## src/hw/rtl/c5x5_pkg.sv

```systemverilog
`timescale 1ns / 1ps
package c5x5_pkg;
   localparam int IMAGE_SIZE_DEF  = 28;
   localparam int KERNEL_SIZE_DEF = 5;
   localparam int CHANNELS_DEF    = 6;
   localparam int MAX_CH          = 6;
   localparam int SUM_W           = 40;
   localparam int ACC_W           = 48;
   localparam int POS_W           = 5;

   localparam logic [1:0] CMD_WEIGHT = 2'd0;
   localparam logic [1:0] CMD_BIAS   = 2'd1;
   localparam logic [1:0] CMD_PIXEL  = 2'd2;
   localparam logic [1:0] CMD_RSVD   = 2'd3;

   typedef struct packed {
      logic read;
      logic mac;
      logic finish;
   } ctl_type;

   typedef struct packed {
      logic read_done;
      logic emits;
      logic last_tap;
   } sts_type;

   function automatic logic signed [SUM_W-1:0] sat40(input logic signed [ACC_W-1:0] v);
      logic signed [ACC_W-1:0] hi;
      logic signed [ACC_W-1:0] lo;
      hi = {{(ACC_W-SUM_W+1){1'b0}}, {(SUM_W-1){1'b1}}};
      lo = ~hi;
      if (v > hi) sat40 = hi[SUM_W-1:0];
      else if (v < lo) sat40 = lo[SUM_W-1:0];
      else sat40 = v[SUM_W-1:0];
   endfunction
endpackage

```

## src/hw/rtl/c5x5_ctrl.sv

```systemverilog
`timescale 1ns / 1ps
module c5x5_ctrl import c5x5_pkg::*; (
   input  logic    clock,
   input  logic    reset,
   input  logic    go,
   input  logic    rsp_ready,
   input  sts_type sts,
   output ctl_type ctl,
   output logic    busy,
   output logic    rsp_valid
);
   localparam logic [1:0] S_IDLE = 2'd0;
   localparam logic [1:0] S_READ = 2'd1;
   localparam logic [1:0] S_MAC  = 2'd2;
   localparam logic [1:0] S_DONE = 2'd3;

   logic [1:0] state_ff, state_in;
   logic       valid_ff, valid_in;

   always_comb begin
      state_in = state_ff;
      valid_in = valid_ff && !rsp_ready;
      ctl = '0;
      unique case (state_ff)
         S_IDLE: if (go) state_in = S_READ;
         S_READ: begin
            ctl.read = 1'b1;
            // pixels that do not complete a window end here
            if (sts.read_done) state_in = sts.emits ? S_MAC : S_IDLE;
         end
         S_MAC: begin
            ctl.mac = 1'b1;
            if (sts.last_tap) state_in = S_DONE;
         end
         S_DONE: if (!valid_ff || rsp_ready) begin
            ctl.finish = 1'b1;
            valid_in = 1'b1;
            state_in = S_IDLE;
         end
         default: state_in = S_IDLE;
      endcase
   end

   always_ff @(posedge clock) begin
      if (reset) begin
         state_ff <= S_IDLE;
         valid_ff <= 1'b0;
      end else begin
         state_ff <= state_in;
         valid_ff <= valid_in;
      end
   end

   assign busy = state_ff != S_IDLE;
   assign rsp_valid = valid_ff;
endmodule

```

## config.mk

```make
export PLATFORM = sky130hd
export DESIGN_NAME = c5x5_ctrl
export DESIGN_NICKNAME = d
export VERILOG_FILES = /design/src/hw/rtl/c5x5_pkg.sv /design/src/hw/rtl/c5x5_ctrl.sv
export SDC_FILE = /design/constraint.sdc
export NUM_CORES = 1
export LEC_CHECK = 0
export BUFFER_PORTS_ARGS = -buffer_cell sky130_fd_sc_hd__clkbuf_2
export CAP_MARGIN = 25
export CORE_AREA = 8 8 45 47
export DETAILED_ROUTE_END_ITERATION = 8
export DIE_AREA = 0 0 53 55
export SLEW_MARGIN = 20
export SYNTH_ARGS = -nofsm -noshare
export SYNTH_HDL_FRONTEND = slang
export SYNTH_SLANG_ARGS = --single-unit
```

## constraint.sdc

```tcl
create_clock -name clock -period 2.8 [get_ports clock]
set_input_delay 0.14 -clock clock [delete_from_list [all_inputs] [get_ports clock]]
set_output_delay 0.14 -clock clock [all_outputs]
set_load 0.005 [all_outputs]
```

Word level (Yosys, flattened, before mapping)
Index checks and enable logic that the tools add are counted.
Cells by class
  $add $sub $neg: 0
  bitwise logic cells: 0
  reduce and logical (&&, ||, !) cells: 7
  equal/unequal tests: 7
  muxes and demuxes: 12
  div/mod/pow operators: 0
  shift-type cells: 0
  order comparisons: 0
  multiply operators: 0
Operator list (number)
  $mux 2: 5
  $ne 2x2->1 const B: 4
  $pmux 2 s4: 1
  $mux 1: 6
  $eq 2x2->1 const B: 2
  $reduce_and 4->1: 1
  $eq 2x1->1 const B: 1
  $logic_not 1->1: 2
  $logic_not 2->1: 1
  $reduce_bool 2->1: 1
  $logic_and 1x1->1: 1
  $logic_or 1x1->1: 1
Storage, ports and cells
  latch bits: 0
  output and inout bits: 5
  word-level logic and storage cells: 28
  flip-flop bits (word level): 3
  memories kept: 0
  input port bits: 7
  ROM bits: 0
  RAM bits: 0

Depth between registers and ports, before layout
Gate-level depths: netlist of the first run.
  depth after elaboration: 4
  gate-level depth with buffers: 3

Worst setup path after synthesis of the first run
OpenSTA, ideal clock, no wires.
  path kind: reg2reg
  start point: register (tool-made name)
  end point: register state_ff[0]
  arrival: 0.822 ns
  data required time: 2.714 ns
  stages on the path, launching flop included: 4
  clock period less this slack: 0.909 ns
  setup slack: 1.891 ns
  path through: dfxtp_1 -> buf_6 -> o21a_1 -> a221oi_2
RTL lines
  end signal, assigned: line c5x5_ctrl.sv:49  | state_ff <= state_in;
  end, declared: line c5x5_ctrl.sv:17  | logic [1:0] state_ff, state_in;

==> results of run 1 <==
[cell families after synthesis]
| group | after synthesis | synth area share, % |
|---|---|---|
| flops | 3 | 35.8 |
| compound gates | 5 | 25.4 |
| simple gates | 7 | 23.9 |
| buf+inv | 2 | 8.95 |
| mux | 1 | 5.97 |
[layer usage]
metal	share of wire [%]	track usage, %
met3	14	3.74
met5	0	0
met4	0	3.88
met2	52	5.86
met1	33	2.28
[power by group]
group	total (W)	internal (W)	switching [W]
registers	0.0000489	0.0000453	0.00000366
logic	0.0000185	0.0000107	0.00000779
clock network	0.0000752	0.0000534	0.0000218
total	0.000143	0.000109	0.0000333
[metrics by stage]
stage / power (W) / worst slack (ns) / instance area [sq um]
2_1_floorplan: 0.0000593 / 1.89 / 168
3_3_place_gp: 0.0000683 / 1.88 / 231
4_1_cts: 0.000149 / 1.60 / 258
5_1_grt: 0.000156 / 1.51 / 258
6_report: 0.000143 / 1.62 / 258
3_5_place_dp: 0.0000685 / 1.85 / 231
[final cells by class]
| cell class | count | area share (%) |
|---|---|---|
| flip-flops and latches | 3 | 23.3 |
| multi-input cells | 13 | 35.9 |
| clock buffers | 4 | 10.2 |
| well taps | 16 | 7.77 |
| repair buffers | 11 | 21.4 |
| inverters | 1 | 1.46 |
[worst paths after layout]
kind / end
setup / recovery: ctl[0]
hold / removal: state_ff[0]
setup reg to reg: state_ff[0]
hold reg to reg: state_ff[0]
[Yosys cell counts]
| master | count |
|---|---|
| mux2i_1 | 1 |
| a31oi_1 | 1 |
| o21a_1 | 1 |
| inv_1 | 1 |
| buf_6 | 1 |
| nor2b_1 | 2 |
| a21oi_1 | 1 |
| a311oi_1 | 1 |
| nand3b_1 | 1 |
| dfxtp_1 | 3 |
| nand2_1 | 1 |
| nor2_1 | 1 |
| or2_1 | 1 |
| nand2b_1 | 1 |
| a221oi_2 | 1 |
[cells in the final DEF (no fill, tap or decap)]
cell	n
o21a_1	1
clkbuf_1	1
nor2_1	1
a221oi_2	1
mux2i_1	1
nand3b_1	1
nand2_1	1
or2_1	1
dfxtp_1	3
a31oi_1	1
a21oi_1	1
clkbuf_4	3
a311oi_1	1
inv_1	1
clkbuf_2	11
nand2b_1	1
nor2b_1	2
==> results.json, run 1 <==
{
  "cts_sinks": 3,
  "utilization_pct": 18.6,
  "clkLatencyLatePin_ns": 0.23,
  "grt-ovfl-total": 0,
  "cp-start-kind": "flop",
  "synth.distinct_cells": 15,
  "hold_path_class": "in -> reg",
  "io-pin-count": 12,
  "netlist_instances": 18,
  "design.die.area_sq_mm": 0.00292,
  "io_buffers": 11,
  "cp-end-kind": "primary output",
  "period_needed_ns": 1.18,
  "critical-path-slowest-cell": "dfxtp_1",
  "post_cts_resize_count": 0,
  "critical-path-max-stage-delay_ns": 0.46,
  "rsz0062_at_grt": "false",
  "clock-root-buffer": "clkbuf_4",
  "first_pass_iters": 1,
  "setup_viol": 0,
  "final-seq-area_sq_um": 60.1,
  "leakage_nw": 0.115,
  "multi_input_area_sq_um": 92.6,
  "holdBufCountCts": 0,
  "drive_above_1_share_pct": 46.9,
  "grt_usage_pct": 3.71,
  "area_growth_syn_to_layout_pct": 53.7,
  "syn_area_sq_um": 168,
  "worstSetupPathDepth": 3,
  "n_antenna_cell": 0,
  "rrSetupSlack_ns": 1.87,
  "synth_top_cell_by_area": "dfxtp_1",
  "finalNetCount": 40,
  "drt_iter0_drc": 0,
  "grt_start_max_net_pins": 10,
  "period_share_pct": 42.2,
  "grt_pass1_wl_um": 703,
  "fin_cells": 48,
  "gp_congestion": 0.714,
  "arrival_ns": 1.04,
  "hold_depth": 2,
  "worst_hold_startpoint": "reset",
  "critical_path_required_ns": 2.66,
  "dp.cells": 44,
  "yosys.area.top_type_share_pct": 35.8,
  "hold_viol_final": 0,
  "path_delay_family": "flip-flops",
  "critPathKind": "reg -> out",
  "fmax_mhz": 847,
  "status": "complete, no violations",
  "synth-seq-cells": 3,
  "ys_warn_count": 0,
  "fill_cells": 168,
  "chipHeight_um": 55,
  "ir_drop_mv": 0.107,
  "ys_seq_area_share_pct": 35.8,
  "cts_tree": "yes",
  "syn_nets": 25,
  "skew_ns": 0.000347,
  "clockBufferDepth": 2,
  "finalSetupTns_ns": 0,
  "cp_num_buf_inv": 1,
  "clk_pin_slew_worst_paths_ns": 0.04,
  "cts_post_setup_buffers_inserted": 0,
  "cts_max_level": 1,
  "grt_pass1_vias": 185,
  "synth_area_leaders": "dfxtp_1, a221oi_2, nor2b_1",
  "fin_hold_ws_ns": 0.124,
  "totalWireLength_um": 472,
  "antenna_found_initial": 0,
  "crit_chain": "nand2_1 -> nor2b_1 -> clkbuf_2",
  "maxSlewViolCount": 0,
  "routed_via_density": 3.63,
  "worst_pin_slew_ns": 0.264,
  "power_density_mw_per_mm2": 553,
  "rows": 14,
  "max-cap-violations": 0,
  "routedWlPerCell_um": 9.83,
  "antenna_left": 0,
  "num_vias": 174,
  "drc": 0,
  "reg2reg_depth": 2,
  "synth_area_per_cell_sq_um": 9.31,
  "path_max_fanout": 9,
  "fp.dieW_um": 53,
  "maxSlewHeadroom_pct": 82.4,
  "numCtsBuffers": 3,
  "start_util_pct": 12.1,
  "core_area_sq_mm": 0.00138
}
(Power assumes the default switching activity.)
==> run 2, diff against run 1 <==
==> constraint.sdc (replaced) <==
create_clock -name clock -period 1.2 [get_ports clock]
set_input_delay 0.06 -clock clock [delete_from_list [all_inputs] [get_ports clock]]
set_output_delay 0.06 -clock clock [all_outputs]
set_load 0.005 [all_outputs]
==> run 2 against run 1 <==
Against the previous run:
- via count up 3.4%
- final area up 0.49%
- global-route usage up 0.60 points
- core utilization up 0.090 points
- cell count unchanged
- sequential share of layout area up 0.37 points
- largest power group unchanged
- non-clock buffer count unchanged
- worst setup slack worse by 1.5 ns
- die area unchanged
- clock skew about the same
==> results.json, run 2 (synthesis results as in run 1) <==
{
  "num_vias": 180,
  "drive_above_1_share_pct": 50.0,
  "hold_depth": 2,
  "power_density_mw_per_mm2": 1290,
  "chipHeight_um": 55,
  "fill_cells": 162,
  "crit_start": "state_ff[0]",
  "r2r-end": "state_ff[0]",
  "rrSetupSlack_ns": 0.33,
  "period_share_pct": 86.4,
  "skew_ns": 0.000717,
  "arrival_ns": 0.98,
  "fin_hold_ws_ns": 0.0291,
  "hold_viol_final": 0,
  "cts_post_setup_buffers_inserted": 0,
  "grt-ovfl-total": 0,
  "clock-root-buffer": "clkbuf_4",
  "core_area_sq_mm": 0.00138,
  "worst_hold_startpoint": "reset",
  "fp.dieW_um": 53,
  "status": "complete, no violations",
  "rsz0062_at_grt": "false",
  "finalNetCount": 40,
  "cp-start-kind": "flop",
  "grt_start_max_net_pins": 10,
  "grt_pass1_vias": 187,
  "reg2reg_depth": 2,
  "critPathKind": "reg -> out",
  "cts_sinks": 3,
  "numCtsBuffers": 3,
  "max-cap-violations": 0,
  "clockBufferDepth": 2,
  "gp_congestion": 0.732,
  "area_growth_syn_to_layout_pct": 54.5,
  "totalWireLength_um": 456,
  "holdPathEnd": "state_ff[0]",
  "clk_pin_slew_worst_paths_ns": 0.04,
  "io-pin-count": 12,
  "final-seq-area_sq_um": 61.3,
  "start_util_pct": 12.1,
  "leakage_nw": 0.115,
  "fin_cells": 48,
  "maxSlewHeadroom_pct": 85.3,
  "maxSlewViolCount": 0,
  "cts_tree": "yes",
  "clkLatencyLatePin_ns": 0.23,
  "drt_iter0_drc": 2,
  "hpwl_um": 382,
  "dp.cells": 44,
  "setup_viol": 0,
  "final_cell_mix": "clkbuf_2, clkbuf_4, nor2b_1, dfxtp_1",
  "drc": 0,
  "holdBufCountCts": 0,
  "critical_path_required_ns": 1.14,
  "grt_usage_pct": 4.31,
  "layout_commonest_cell": "clkbuf_2",
  "path_max_fanout": 7,
  "n_antenna_cell": 0,
  "utilization_pct": 18.7,
  "multi_input_area_sq_um": 92.6,
  "finalSetupTns_ns": 0,
  "ir_drop_mv": 0.234,
  "antenna_left": 0,
  "rows": 14,
  "grt_pass1_wl_um": 793,
  "routedWlPerCell_um": 9.50,
  "post_cts_resize_count": 0,
  "design.die.area_sq_mm": 0.00292,
  "hold_path_class": "in -> reg",
  "routed_via_density": 3.75,
  "io_buffers": 11,
  "fmax_mhz": 964,
  "first_pass_iters": 3,
  "total_power_w": 0.000335,
  "period_needed_ns": 1.04,
  "cts_max_level": 1,
  "worst_pin_slew_ns": 0.219,
  "cp-end-kind": "primary output",
  "antenna_found_initial": 0
}
## run 2: changes by cell type in the layout (fill, tap and decap cells not counted)
cell     previous run  this run
dfxtp_2             0         1
dfxtp_1             3         2
## run 2: final cells by class
cell class,instances,area share (%)
multi-input combinational,13,35.7
sequential,3,23.7
timing repair buffer,11,21.3
clock buffer,4,10.1
tap,16,7.73
inverter,1,1.45
## run 2: stage by stage
stage,setup WS (ns),instance area (sq um)
after floorplan,0.291,168
after global placement,0.299,231
after detailed placement,0.296,231
after CTS,0.0722,258
after global routing,0.0375,259
final,0.163,259
## run 2: report_power, final
group	total (W)	switching, W	internal, W
clock network	0.000178	0.0000529	0.000125
logic	0.0000430	0.0000180	0.0000250
registers	0.000114	0.00000831	0.000106
## run 2: routing by layer
layer | share of wire [%] | track usage (%) | vias up
met4 | 0 | 3.88 | 0
met5 | 0 | 0 | -
met1 | 32 | 2.88 | 82
li1 | - | - | 92
met2 | 50 | 6.05 | 6
met3 | 18 | 5.35 | 0
## run 2: worst max-delay path: stages, from the launching register on
cell	delay [ns]
dfxtp_1	0.41
nand2_1	0.10
nor2b_1	0.12
clkbuf_2	0.12
## run 2: how the worst max path moves through the flow
stage	cells past startpoint	end	slack, ns
5_1_grt	3	ctl[2]	0.04
4_1_cts	3	ctl[0]	0.07
2_1_floorplan	3	state_ff[0]	0.29
3_3_place_gp	2	state_ff[0]	0.30
6_report	3	ctl[0]	0.16
3_5_place_dp	2	state_ff[0]	0.30
